--- src/hdl/assert_macros.svh ---
// Assertion macros shared by the span generator modules.
`ifndef ASSERT_MACROS_SVH
`define ASSERT_MACROS_SVH
`ifndef SYNTH
`define ASSERT_CLK(lbl, clk, rst_n, prop) \
	lbl: assert property (@(posedge clk) disable iff (!rst_n) (prop)) \
		else $error("%m: assertion failed");
`define ASSERT_NEVER(lbl, clk, rst_n, prop) \
	lbl: assert property (@(posedge clk) disable iff (!rst_n) !(prop)) \
		else $error("%m: forbidden condition seen");
`else
`define ASSERT_CLK(lbl, clk, rst_n, prop)
`define ASSERT_NEVER(lbl, clk, rst_n, prop)
`endif
`endif

--- src/hdl/mcsg_pkg.sv ---
// Types and constants of the midpoint circle span generator.
package mcsg_pkg;

	localparam int COORD_BITS  = 16;
	localparam int RADIUS_BITS = 12;
	localparam int ROW_W       = RADIUS_BITS + 1;
	localparam int SPAN_W      = COORD_BITS + 2;
	localparam int DEC_W       = 20;
	localparam int PIX_W       = 12;
	localparam int LEN_W       = 13;
	localparam int COLOR_W     = 32;
	localparam int OFFSET_W    = 32;
	localparam int PITCH_W     = 16;
	localparam int CFG_DATA_W  = 16;
	localparam int NSPANS      = 4;
	localparam int SPAN_IDX_W  = 2;
	localparam int FIFO_DEPTH  = 4;
	localparam int FIFO_AW     = 2;
	localparam int IN_TDATA_W  = 80;
	localparam int OUT_TDATA_W = 104;

	localparam logic [LEN_W-1:0] FRAME_MAX = LEN_W'(4096);

	typedef enum logic {
		CMD_START   = 1'b0,
		CMD_ADVANCE = 1'b1
	} cmd_t;

	typedef enum logic [1:0] {
		REG_FRAME_WIDTH  = 2'd0,
		REG_FRAME_HEIGHT = 2'd1,
		REG_ROW_PITCH    = 2'd2
	} cfg_reg_t;

	typedef struct packed {
		logic [LEN_W-1:0]   width;
		logic [LEN_W-1:0]   height;
		logic [PITCH_W-1:0] pitch;
	} cfg_t;

	typedef struct packed {
		logic                         idle;
		logic                         done;
		logic signed [COORD_BITS-1:0] cx;
		logic signed [COORD_BITS-1:0] cy;
		logic [ROW_W-1:0]             col;
		logic [ROW_W-1:0]             row;
		logic [COLOR_W-1:0]           color;
	} step_entry_t;

	typedef struct packed {
		logic                span_valid;
		logic [PIX_W-1:0]    x;
		logic [PIX_W-1:0]    y;
		logic [LEN_W-1:0]    len;
		logic [OFFSET_W-1:0] offset;
		logic [COLOR_W-1:0]  color;
		logic                last;
		logic                done;
	} result_t;

endpackage

--- src/hdl/mcsg_fifo.sv ---
// Short queue of stepped circle positions between front and back end.
`include "assert_macros.svh"

module mcsg_fifo (
	input  logic                 clk,
	input  logic                 arst_n,
	input  logic                 push,
	input  mcsg_pkg::step_entry_t push_entry,
	output logic                 full,
	input  logic                 pop,
	output logic                 head_valid,
	output mcsg_pkg::step_entry_t head_entry
);

	mcsg_pkg::step_entry_t             mem_q [mcsg_pkg::FIFO_DEPTH];
	logic [mcsg_pkg::FIFO_AW-1:0]      wr_ptr_q;
	logic [mcsg_pkg::FIFO_AW-1:0]      rd_ptr_q;
	logic [mcsg_pkg::FIFO_AW:0]        count_q;
	logic                              do_push;
	logic                              do_pop;

	assign full       = (count_q == (mcsg_pkg::FIFO_AW+1)'(mcsg_pkg::FIFO_DEPTH));
	assign head_valid = (count_q != '0);
	assign head_entry = mem_q[rd_ptr_q];
	assign do_push    = push && !full;
	assign do_pop     = pop && head_valid;

	always_ff @(posedge clk) begin
		if (do_push) begin
			mem_q[wr_ptr_q] <= push_entry;
		end
	end

	always_ff @(posedge clk or negedge arst_n) begin
		if (!arst_n) begin
			wr_ptr_q <= '0;
			rd_ptr_q <= '0;
			count_q  <= '0;
		end else begin
			if (do_push) begin
				wr_ptr_q <= wr_ptr_q + 1'b1;
			end
			if (do_pop) begin
				rd_ptr_q <= rd_ptr_q + 1'b1;
			end
			case ({do_push, do_pop})
				2'b10:   count_q <= count_q + 1'b1;
				2'b01:   count_q <= count_q - 1'b1;
				default: count_q <= count_q;
			endcase
		end
	end

	`ASSERT_NEVER(a_fifo_count_range, clk, arst_n,
		count_q > (mcsg_pkg::FIFO_AW+1)'(mcsg_pkg::FIFO_DEPTH))

endmodule

--- src/hdl/mcsg_front.sv ---
// Command front end: holds the midpoint stepper and queues one entry per advance.
`include "assert_macros.svh"

module mcsg_front (
	input  logic                                  clk,
	input  logic                                  arst_n,
	input  logic                                  in_valid,
	output logic                                  in_ready,
	input  mcsg_pkg::cmd_t                        cmd,
	input  logic signed [mcsg_pkg::COORD_BITS-1:0] center_x,
	input  logic signed [mcsg_pkg::COORD_BITS-1:0] center_y,
	input  logic [mcsg_pkg::RADIUS_BITS-1:0]      radius,
	input  logic [mcsg_pkg::COLOR_W-1:0]          fill_color,
	output logic                                  push,
	output mcsg_pkg::step_entry_t                 push_entry,
	input  logic                                  full
);

	localparam int RW = mcsg_pkg::ROW_W;
	localparam int DW = mcsg_pkg::DEC_W;

	logic signed [mcsg_pkg::COORD_BITS-1:0] held_center_x_q;
	logic signed [mcsg_pkg::COORD_BITS-1:0] held_center_y_q;
	logic [mcsg_pkg::COLOR_W-1:0]           held_color_q;
	logic [RW-1:0]                          step_col_q;
	logic [RW-1:0]                          step_row_q;
	logic signed [DW-1:0]                   decision_q;
	logic                                   active_q;

	logic                  accept;
	logic                  d_pos;
	logic signed [RW:0]    x_nx;
	logic signed [RW:0]    y_nx;
	logic signed [RW:0]    diff;
	logic signed [DW-1:0]  d_inc;
	logic signed [DW-1:0]  d_init;
	logic                  done_nx;

	assign in_ready = !full;
	assign accept   = in_valid && !full;
	assign push     = accept && (cmd == mcsg_pkg::CMD_ADVANCE);

	always_comb begin
		d_pos = !decision_q[DW-1] && (decision_q != '0);
		x_nx  = $signed({1'b0, step_col_q}) + (RW+1)'(1);
		y_nx  = d_pos ? $signed({1'b0, step_row_q}) - (RW+1)'(1) : $signed({1'b0, step_row_q});
		diff  = x_nx - y_nx;
		if (d_pos) begin
			d_inc = $signed({{(DW-RW-3){diff[RW]}}, diff, 2'b00}) + DW'(10);
		end else begin
			d_inc = $signed({{(DW-RW-3){x_nx[RW]}}, x_nx, 2'b00}) + DW'(6);
		end
		done_nx = (y_nx < x_nx);
		d_init  = DW'(3) - $signed({{(DW-mcsg_pkg::RADIUS_BITS-1){1'b0}}, radius, 1'b0});
	end

	always_comb begin
		push_entry.idle  = !active_q;
		push_entry.done  = active_q ? done_nx : 1'b1;
		push_entry.cx    = held_center_x_q;
		push_entry.cy    = held_center_y_q;
		push_entry.col   = step_col_q;
		push_entry.row   = step_row_q;
		push_entry.color = held_color_q;
	end

	always_ff @(posedge clk or negedge arst_n) begin
		if (!arst_n) begin
			held_center_x_q <= '0;
			held_center_y_q <= '0;
			held_color_q    <= '0;
			step_col_q      <= '0;
			step_row_q      <= '0;
			decision_q      <= '0;
			active_q        <= 1'b0;
		end else if (accept) begin
			if (cmd == mcsg_pkg::CMD_START) begin
				held_center_x_q <= center_x;
				held_center_y_q <= center_y;
				held_color_q    <= fill_color;
				step_col_q      <= '0;
				step_row_q      <= RW'(radius);
				decision_q      <= d_init;
				active_q        <= 1'b1;
			end else if (active_q) begin
				step_col_q <= x_nx[RW-1:0];
				step_row_q <= y_nx[RW-1:0];
				decision_q <= decision_q + d_inc;
				active_q   <= !done_nx;
			end
		end
	end

	`ASSERT_CLK(a_active_row_ge_col, clk, arst_n, !active_q || (step_row_q >= step_col_q))

endmodule

--- src/hdl/mcsg_back.sv ---
// Span back end: clips a step's four spans; emits kept ones (or one null result) one per cycle unless stalled.
`include "assert_macros.svh"

module mcsg_back (
	input  logic                  clk,
	input  logic                  arst_n,
	input  mcsg_pkg::cfg_t        cfg,
	input  logic                  head_valid,
	input  mcsg_pkg::step_entry_t head_entry,
	output logic                  pop,
	output logic                  res_valid,
	input  logic                  res_ready,
	output mcsg_pkg::result_t     res
);

	localparam int SW = mcsg_pkg::SPAN_W;
	localparam int NS = mcsg_pkg::NSPANS;

	logic signed [SW-1:0] xs [NS];
	logic signed [SW-1:0] ys [NS];
	logic signed [SW-1:0] ln [NS];
	logic signed [SW-1:0] x2 [NS];
	logic signed [SW-1:0] x1c [NS];
	logic signed [SW-1:0] x2c [NS];
	logic signed [SW-1:0] span_len [NS];
	logic signed [SW-1:0] cx_e;
	logic signed [SW-1:0] cy_e;
	logic signed [SW-1:0] col_e;
	logic signed [SW-1:0] row_e;
	logic signed [SW-1:0] w_e;
	logic signed [SW-1:0] h_e;
	logic [NS-1:0]        keep;

	logic                               work_valid_s1;
	logic [NS-1:0]                      rem_s1;
	logic                               done_s1;
	logic [mcsg_pkg::COLOR_W-1:0]       color_s1;
	logic [mcsg_pkg::PIX_W-1:0]         sx_s1 [NS];
	logic [mcsg_pkg::PIX_W-1:0]         sy_s1 [NS];
	logic [mcsg_pkg::LEN_W-1:0]         slen_s1 [NS];

	logic                               out_valid_q;
	mcsg_pkg::result_t                  out_q;

	logic                               out_ok;
	logic                               emit;
	logic                               last;
	logic                               null_res;
	logic [mcsg_pkg::SPAN_IDX_W-1:0]    k;
	logic [NS-1:0]                      rem_next;
	logic [2*mcsg_pkg::PITCH_W-1:0]     prod;
	logic [mcsg_pkg::OFFSET_W-1:0]      offset;

	always_comb begin
		cx_e  = $signed({{(SW-mcsg_pkg::COORD_BITS){head_entry.cx[mcsg_pkg::COORD_BITS-1]}},
			head_entry.cx});
		cy_e  = $signed({{(SW-mcsg_pkg::COORD_BITS){head_entry.cy[mcsg_pkg::COORD_BITS-1]}},
			head_entry.cy});
		col_e = $signed({{(SW-mcsg_pkg::ROW_W){1'b0}}, head_entry.col});
		row_e = $signed({{(SW-mcsg_pkg::ROW_W){1'b0}}, head_entry.row});
		w_e   = $signed({{(SW-mcsg_pkg::LEN_W){1'b0}}, cfg.width});
		h_e   = $signed({{(SW-mcsg_pkg::LEN_W){1'b0}}, cfg.height});
		xs[0] = cx_e - row_e;  ys[0] = cy_e - col_e;  ln[0] = row_e + row_e + SW'(1);
		xs[1] = cx_e - row_e;  ys[1] = cy_e + col_e;  ln[1] = row_e + row_e + SW'(1);
		xs[2] = cx_e - col_e;  ys[2] = cy_e - row_e;  ln[2] = col_e + col_e + SW'(1);
		xs[3] = cx_e - col_e;  ys[3] = cy_e + row_e;  ln[3] = col_e + col_e + SW'(1);
		for (int i = 0; i < NS; i++) begin
			x2[i]       = xs[i] + ln[i];
			x1c[i]      = xs[i][SW-1] ? '0 : xs[i];
			x2c[i]      = (x2[i] > w_e) ? w_e : x2[i];
			span_len[i] = x2c[i] - x1c[i];
			keep[i] = !head_entry.idle && !ys[i][SW-1] && (ys[i] < h_e) && (x1c[i] < x2c[i]);
		end
	end

	assign out_ok   = !out_valid_q || res_ready;
	assign emit     = work_valid_s1 && out_ok;
	assign rem_next = rem_s1 & (rem_s1 - NS'(1));
	assign last     = (rem_next == '0);
	assign null_res = (rem_s1 == '0);
	assign pop      = head_valid && (!work_valid_s1 || (emit && last));

	always_comb begin
		if (rem_s1[0]) begin
			k = mcsg_pkg::SPAN_IDX_W'(0);
		end else if (rem_s1[1]) begin
			k = mcsg_pkg::SPAN_IDX_W'(1);
		end else if (rem_s1[2]) begin
			k = mcsg_pkg::SPAN_IDX_W'(2);
		end else begin
			k = mcsg_pkg::SPAN_IDX_W'(3);
		end
		prod   = {{(mcsg_pkg::PITCH_W-mcsg_pkg::PIX_W){1'b0}}, sy_s1[k]} * cfg.pitch;
		offset = prod + {{(mcsg_pkg::OFFSET_W-mcsg_pkg::PIX_W-2){1'b0}}, sx_s1[k], 2'b00};
	end

	always_ff @(posedge clk) begin
		if (pop) begin
			done_s1  <= head_entry.done;
			color_s1 <= head_entry.color;
			for (int i = 0; i < NS; i++) begin
				sx_s1[i]   <= x1c[i][mcsg_pkg::PIX_W-1:0];
				sy_s1[i]   <= ys[i][mcsg_pkg::PIX_W-1:0];
				slen_s1[i] <= span_len[i][mcsg_pkg::LEN_W-1:0];
			end
		end
		if (emit) begin
			out_q.span_valid <= !null_res;
			out_q.x          <= null_res ? '0 : sx_s1[k];
			out_q.y          <= null_res ? '0 : sy_s1[k];
			out_q.len        <= null_res ? '0 : slen_s1[k];
			out_q.offset     <= null_res ? '0 : offset;
			out_q.color      <= null_res ? '0 : color_s1;
			out_q.last       <= last;
			out_q.done       <= last && done_s1;
		end
	end

	always_ff @(posedge clk or negedge arst_n) begin
		if (!arst_n) begin
			work_valid_s1 <= 1'b0;
			rem_s1        <= '0;
			out_valid_q   <= 1'b0;
		end else begin
			if (pop) begin
				work_valid_s1 <= 1'b1;
				rem_s1        <= keep;
			end else if (emit && last) begin
				work_valid_s1 <= 1'b0;
				rem_s1        <= '0;
			end else if (emit) begin
				rem_s1 <= rem_next;
			end
			if (emit) begin
				out_valid_q <= 1'b1;
			end else if (res_ready) begin
				out_valid_q <= 1'b0;
			end
		end
	end

	assign res_valid = out_valid_q;
	assign res       = out_q;

	`ASSERT_CLK(a_null_is_last, clk, arst_n, !(out_valid_q && !out_q.span_valid) || out_q.last)
	`ASSERT_CLK(a_kept_not_empty, clk, arst_n,
		!(out_valid_q && out_q.span_valid) || (out_q.len != '0))

endmodule

--- src/hdl/midpoint_circle_span_generator.sv ---
// Top level of the filled-circle span generator: ports, config registers, front and back.
//
//   channel   direction  payload
//   s_axis    in         tuser: command; tdata: center_x, center_y, radius, fill_color
//   cfg       in         cfg_index selects register, cfg_data holds value
//   m_axis    out        tuser: span_valid, circle_done; tlast: step_last;
//                        tdata: span_x, span_y, span_length, byte_offset, span_color
//
// A command transfer is accepted when the four-entry step queue has room.
// An advance occupies the back end for one transfer per kept span (one null transfer if none
// is kept), so a fully visible step makes four transfers through the single span output port.
// The offset multiply sits between the span registers and the output register.
// Reset is asynchronous and needs no clearing pass; a stalled m_axis holds the back end.
`include "assert_macros.svh"

module midpoint_circle_span_generator (
	input  logic                                 clk,
	input  logic                                 arst_n,
	input  logic                                 s_axis_tvalid,
	output logic                                 s_axis_tready,
	// [15:0] center_x, [31:16] center_y, [43:32] radius, [75:44] fill_color
	input  logic [mcsg_pkg::IN_TDATA_W-1:0]      s_axis_tdata,
	// [0] command
	input  logic [0:0]                           s_axis_tuser,
	input  logic                                 cfg_valid,
	output logic                                 cfg_ready,
	input  logic [1:0]                           cfg_index,
	input  logic [mcsg_pkg::CFG_DATA_W-1:0]      cfg_data,
	output logic                                 m_axis_tvalid,
	input  logic                                 m_axis_tready,
	// [11:0] span_x, [23:12] span_y, [36:24] span_length, [68:37] byte_offset,
	// [100:69] span_color
	output logic [mcsg_pkg::OUT_TDATA_W-1:0]     m_axis_tdata,
	// [0] span_valid, [1] circle_done
	output logic [1:0]                           m_axis_tuser,
	output logic                                 m_axis_tlast
);

	mcsg_pkg::cfg_t           cfg_q;
	logic [mcsg_pkg::LEN_W-1:0] frame_val;
	logic [mcsg_pkg::LEN_W-1:0] frame_sat;
	logic                     push;
	mcsg_pkg::step_entry_t    push_entry;
	logic                     full;
	logic                     pop;
	logic                     head_valid;
	mcsg_pkg::step_entry_t    head_entry;
	mcsg_pkg::result_t        res;

	assign cfg_ready = 1'b1;
	assign frame_val = cfg_data[mcsg_pkg::LEN_W-1:0];
	assign frame_sat = (frame_val > mcsg_pkg::FRAME_MAX) ? mcsg_pkg::FRAME_MAX : frame_val;

	always_ff @(posedge clk or negedge arst_n) begin
		if (!arst_n) begin
			cfg_q <= '0;
		end else if (cfg_valid) begin
			case (mcsg_pkg::cfg_reg_t'(cfg_index))
				mcsg_pkg::REG_FRAME_WIDTH:  cfg_q.width  <= frame_sat;
				mcsg_pkg::REG_FRAME_HEIGHT: cfg_q.height <= frame_sat;
				mcsg_pkg::REG_ROW_PITCH:    cfg_q.pitch  <= cfg_data[mcsg_pkg::PITCH_W-1:0];
				default:                    cfg_q        <= cfg_q;
			endcase
		end
	end

	mcsg_front u_front (
		.clk        (clk),
		.arst_n     (arst_n),
		.in_valid   (s_axis_tvalid),
		.in_ready   (s_axis_tready),
		.cmd        (mcsg_pkg::cmd_t'(s_axis_tuser[0])),
		.center_x   ($signed(s_axis_tdata[15:0])),
		.center_y   ($signed(s_axis_tdata[31:16])),
		.radius     (s_axis_tdata[43:32]),
		.fill_color (s_axis_tdata[75:44]),
		.push       (push),
		.push_entry (push_entry),
		.full       (full)
	);

	mcsg_fifo u_fifo (
		.clk        (clk),
		.arst_n     (arst_n),
		.push       (push),
		.push_entry (push_entry),
		.full       (full),
		.pop        (pop),
		.head_valid (head_valid),
		.head_entry (head_entry)
	);

	mcsg_back u_back (
		.clk        (clk),
		.arst_n     (arst_n),
		.cfg        (cfg_q),
		.head_valid (head_valid),
		.head_entry (head_entry),
		.pop        (pop),
		.res_valid  (m_axis_tvalid),
		.res_ready  (m_axis_tready),
		.res        (res)
	);

	assign m_axis_tdata = {3'b000, res.color, res.offset, res.len, res.y, res.x};
	assign m_axis_tuser = {res.done, res.span_valid};
	assign m_axis_tlast = res.last;

endmodule

--- config.mk ---
export PLATFORM = sky130hd
export DESIGN_NAME = midpoint_circle_span_generator
export DESIGN_NICKNAME = d
export VERILOG_FILES = /design/src/hdl/mcsg_pkg.sv /design/src/hdl/mcsg_fifo.sv /design/src/hdl/mcsg_front.sv /design/src/hdl/mcsg_back.sv /design/src/hdl/midpoint_circle_span_generator.sv
export VERILOG_INCLUDE_DIRS = /design/src /design/src/hdl
export SDC_FILE = /design/constraint.sdc
export NUM_CORES = 2
export LEC_CHECK = 0
export ABC_AREA = 1
export BUFFER_PORTS_ARGS = -buffer_cell sky130_fd_sc_hd__clkbuf_2
export CAP_MARGIN = 20
export CORE_AREA = 2 2 293 295
export CTS_CLUSTER_DIAMETER = 30
export CTS_CLUSTER_SIZE = 25
export DETAILED_ROUTE_END_ITERATION = 10
export DIE_AREA = 0 0 295 297
export PLACE_DENSITY = 0.86
export SYNTH_ARGS = -nofsm -noshare
export SYNTH_HDL_FRONTEND = slang
export SYNTH_SLANG_ARGS = --single-unit
--- constraint.sdc ---
create_clock -name clk -period 9.7 [get_ports clk]
set_clock_uncertainty 0.1 [all_clocks]
set_input_delay 0.97 -clock clk [delete_from_list [all_inputs] [get_ports clk]]
set_output_delay 0.97 -clock clk [all_outputs]
set_load 0.02 [all_outputs]
==> flow_summary.toml <==
[min_path]
min_path_type = "in2async"

[floorplan]
core_um2 = 84480
initial_core_util_pct = 56.67
fp-row-count = 107
die_area_um2 = 87620
die_w_um = 295
die_y_um = 297
io_pins = 214

[critical_path]
crit_buf_inv = 5
path_delay_family = "compound AO/OA/AOI/OAI gates"
crit_path_max_incr_delay_ns = 0.63
critPathMaxFanout = 66
crit_path_start = "u_fifo.rd_ptr_q[0]"
critPathRequiredTime_ns = 10.14
crit_slowest_cell = "dfrtp_4"
end_kind = "register"
path_class = "reg2reg"
path_common_cell = "nand2_1"
reg2reg_from = "u_fifo.rd_ptr_q[0]"
worstPathArrival_ns = 9.12
start_kind = "register"

[yosys]
syn_inst = 5264
synthArstFlopShare_pct = 21.73
synth_area_um2 = 47870
synth_top_area_share_pct = 37.51
ys_ff_latch = 764
synth_common_cells = "1228 x nand2_1, 678 x inv_1, 598 x edfxtp_1, 526 x nor2_1, 345 x ha_1"
synth_most_common_cell = "nand2_1"
ys_dominant_reg_cell = "edfxtp_1"
synth.area.top_cells = "edfxtp_1 38%, nand2_1 9.6%, ha_1 9.0%"
synth_largest_area_cell = "edfxtp_1"
syn_avg_cell_area_um2 = 9.095
yosysUniqueCellTypes = 57
yosysSeqAreaShare_pct = 46.19
yosys_warnings = 0
synth_edf_count = 598

[cts]
clockBufferDepth = 3
ctsResizeCount = 0
clock_latency_ns = 0.74
numCtsBuffers = 136
cts_sinks = 764
cts_tree = "done"
cts_hold_buffers = 0
root_buffer = "clkbuf_16"
h-tree-depth = 4
post-cts-setup-buffer-count = 0
clk_pin_slew_ns = 0.05

[sta]
fin_crit_sh_pct = 89.49
drv_slew = 0
setup_viol = 0
slew_headroom_pct = 26.95
fmax_ghz = 0.1152
min_period_ns = 8.681
grt_setup_unrepaired = "false"
worst_slew_pin_slew_ns = 1.096
hold_viol_final = 0
fin_setup_tns_ns = 0

[global_route]
grt_pass1_wl_um = 206800
overflow = 0
globalRouteTotalUtil_pct = 30.43
grt_start_max_net_pins = 93
grt_pass1_vias = 37780
antenna_found_initial = 1

[drt]
viasPerCell = 5.747
wl_per_cell_um = 19.81
ant_nets = 0
drt-pass1-iter-count = 6
remaining_drc_errors = 0
dr_total_vias = 38720
first_iter_violations = 3920
wl_um = 133500

[finish]
syn2layout_area_growth_pct = 14.46
nNetsFinal = 6098
diodes = 0
drive_gt1_share_pct = 9.939
post-route-util_pct = 64.87
design_area_um2 = 54800
instances_no_fill = 6738

[placement]
place.detailed.instances = 6487
port_buffers = 202
postPlaceCellArea_um2 = 50040
gp_routability_congestion = 0.9756
dp_hpwl_um = 93630

[run]
cap_violations = 0

[status]
status = "finished, final reports clean"
==> per-stage QoR <==
step / setup slack (ns) / hold WS [ns]
CTS: 1.206 / 0.07922
finish: 1.019 / 0.09331
floorplan: 1.310 / 0.3229
global placement: 1.477 / 0.3360
detailed placement: 1.324 / 0.3550
global route: 0.3694 / 0.1319
==> final timing paths <==
| kind | endpoint | slack [ns] | depth (start not counted) |
|---|---|---|---|
| min | u_front.decision_q[13] | 0.09 | 1 |
| max in group asynchronous | cfg_q[2] | 7.31 | 3 |
| min reg2reg | u_front.decision_q[0] | 0.37 | 2 |
| min in group clk | u_front.held_center_x_q[5] | 0.33 | 3 |
| max reg2reg | u_back.slen_s1[3][11] | 1.02 | 35 |
| max | u_back.slen_s1[3][11] | 1.02 | 35 |
==> flip-flops by register name, indices dropped and copies added (netlist names) <==
register and cells:
u_fifo.mem_q 368, u_front.held_color_q 32, u_front.active_q 1, u_back.done_s1 1, u_front.step_col_q 13, u_front.held_center_x_q 16
u_fifo.rd_ptr_q 2, u_back.color_s1 32, u_fifo.count_q 3, u_back.slen_s1 26, u_back.res 101, u_back.sx_s1 24
u_fifo.wr_ptr_q 2, u_front.held_center_y_q 16, u_back.work_valid_s1 1, cfg_q 42, u_front.decision_q 20, u_back.rem_s1 4
u_front.step_row_q 13, u_back.sy_s1 46, u_back.res_valid 1
==> per-layer routing <==
layer / wire length [µm] / vias to the layer above / global-route usage, %
met3: 11030 / 381 / 4.857
li1: - / 17940 / -
met2: 63980 / 2034 / 49.88
met5: 13 / - / 0
met1: 52960 / 18370 / 39.89
met4: 5520 / 2 / 13.78
==> placed cells by master (no fill, tap or decap), types with 8 or more instances in the layout <==
| master | Yosys | final |
|---|---|---|
| o21a_1 | 12 | 12 |
| o211ai_1 | 13 | 13 |
| nor2_4 | 1 | 8 |
| inv_1 | 678 | 676 |
| fa_1 | 165 | 165 |
| nand4_1 | 43 | 43 |
| buf_4 | 13 | 51 |
| bufinv_16 | 0 | 16 |
| clkbuf_1 | 120 | 18 |
| xor2_1 | 117 | 117 |
| clkinv_1 | 6 | 16 |
| nor3_1 | 32 | 32 |
| clkbuf_16 | 0 | 140 |
| a21o_1 | 18 | 18 |
| o21ai_0 | 322 | 322 |
| nor2_1 | 526 | 519 |
| o31ai_1 | 26 | 26 |
| clkinv_2 | 0 | 22 |
| nand3b_1 | 8 | 8 |
| nand3_1 | 219 | 219 |
| clkbuf_2 | 0 | 201 |
| nand2_1 | 1228 | 1228 |
| ha_1 | 345 | 345 |
| nor4_1 | 8 | 8 |
| or2_2 | 19 | 19 |
| nand3_2 | 8 | 8 |
| a21oi_1 | 292 | 290 |
| o21bai_1 | 16 | 16 |
| o22ai_1 | 70 | 70 |
| dfrtp_1 | 166 | 164 |
| clkinvlp_4 | 0 | 10 |
| a32oi_1 | 28 | 28 |
| clkinv_4 | 0 | 9 |
| xnor2_1 | 29 | 29 |
| nand2_2 | 14 | 14 |
| edfxtp_1 | 598 | 598 |
| a31oi_1 | 14 | 14 |
==> worst register-to-register path: cells and delay by family (launching register included) <==
family	cells	cell delay, ns
AOI/OAI and AO/OA	11	2.76
adders and majority gates	4	1.41
and+or+nand+nor	12	1.47
buffers and inverters	5	1.42
xor gates and xnor gates	3	0.73
DFF	1	0.63
==> cell families after synthesis <==
family,share of synthesized area (%)
buf+inv,7.022
fa+ha+maj,15.92
simple gates,18.17
flops,46.19
other cells,0.01569
compound gates,10.01
xor+xnor,2.671
==> layout make-up <==
| cell class | instances | area [µm²] |
|---|---|---|
| fillers | 6371 | 29680 |
| multi-input cells | 3637 | 22490 |
| flip-flops and latches | 764 | 22120 |
| clock buffers | 165 | 3667 |
| inverters | 688 | 2589 |
| repair buffers | 257 | 1475 |
| well taps | 1144 | 1431 |
| clock inverters | 83 | 1031 |
Power is not shown: default switching activity piles up to over one toggle a cycle in this logic, so the estimate is an artifact.
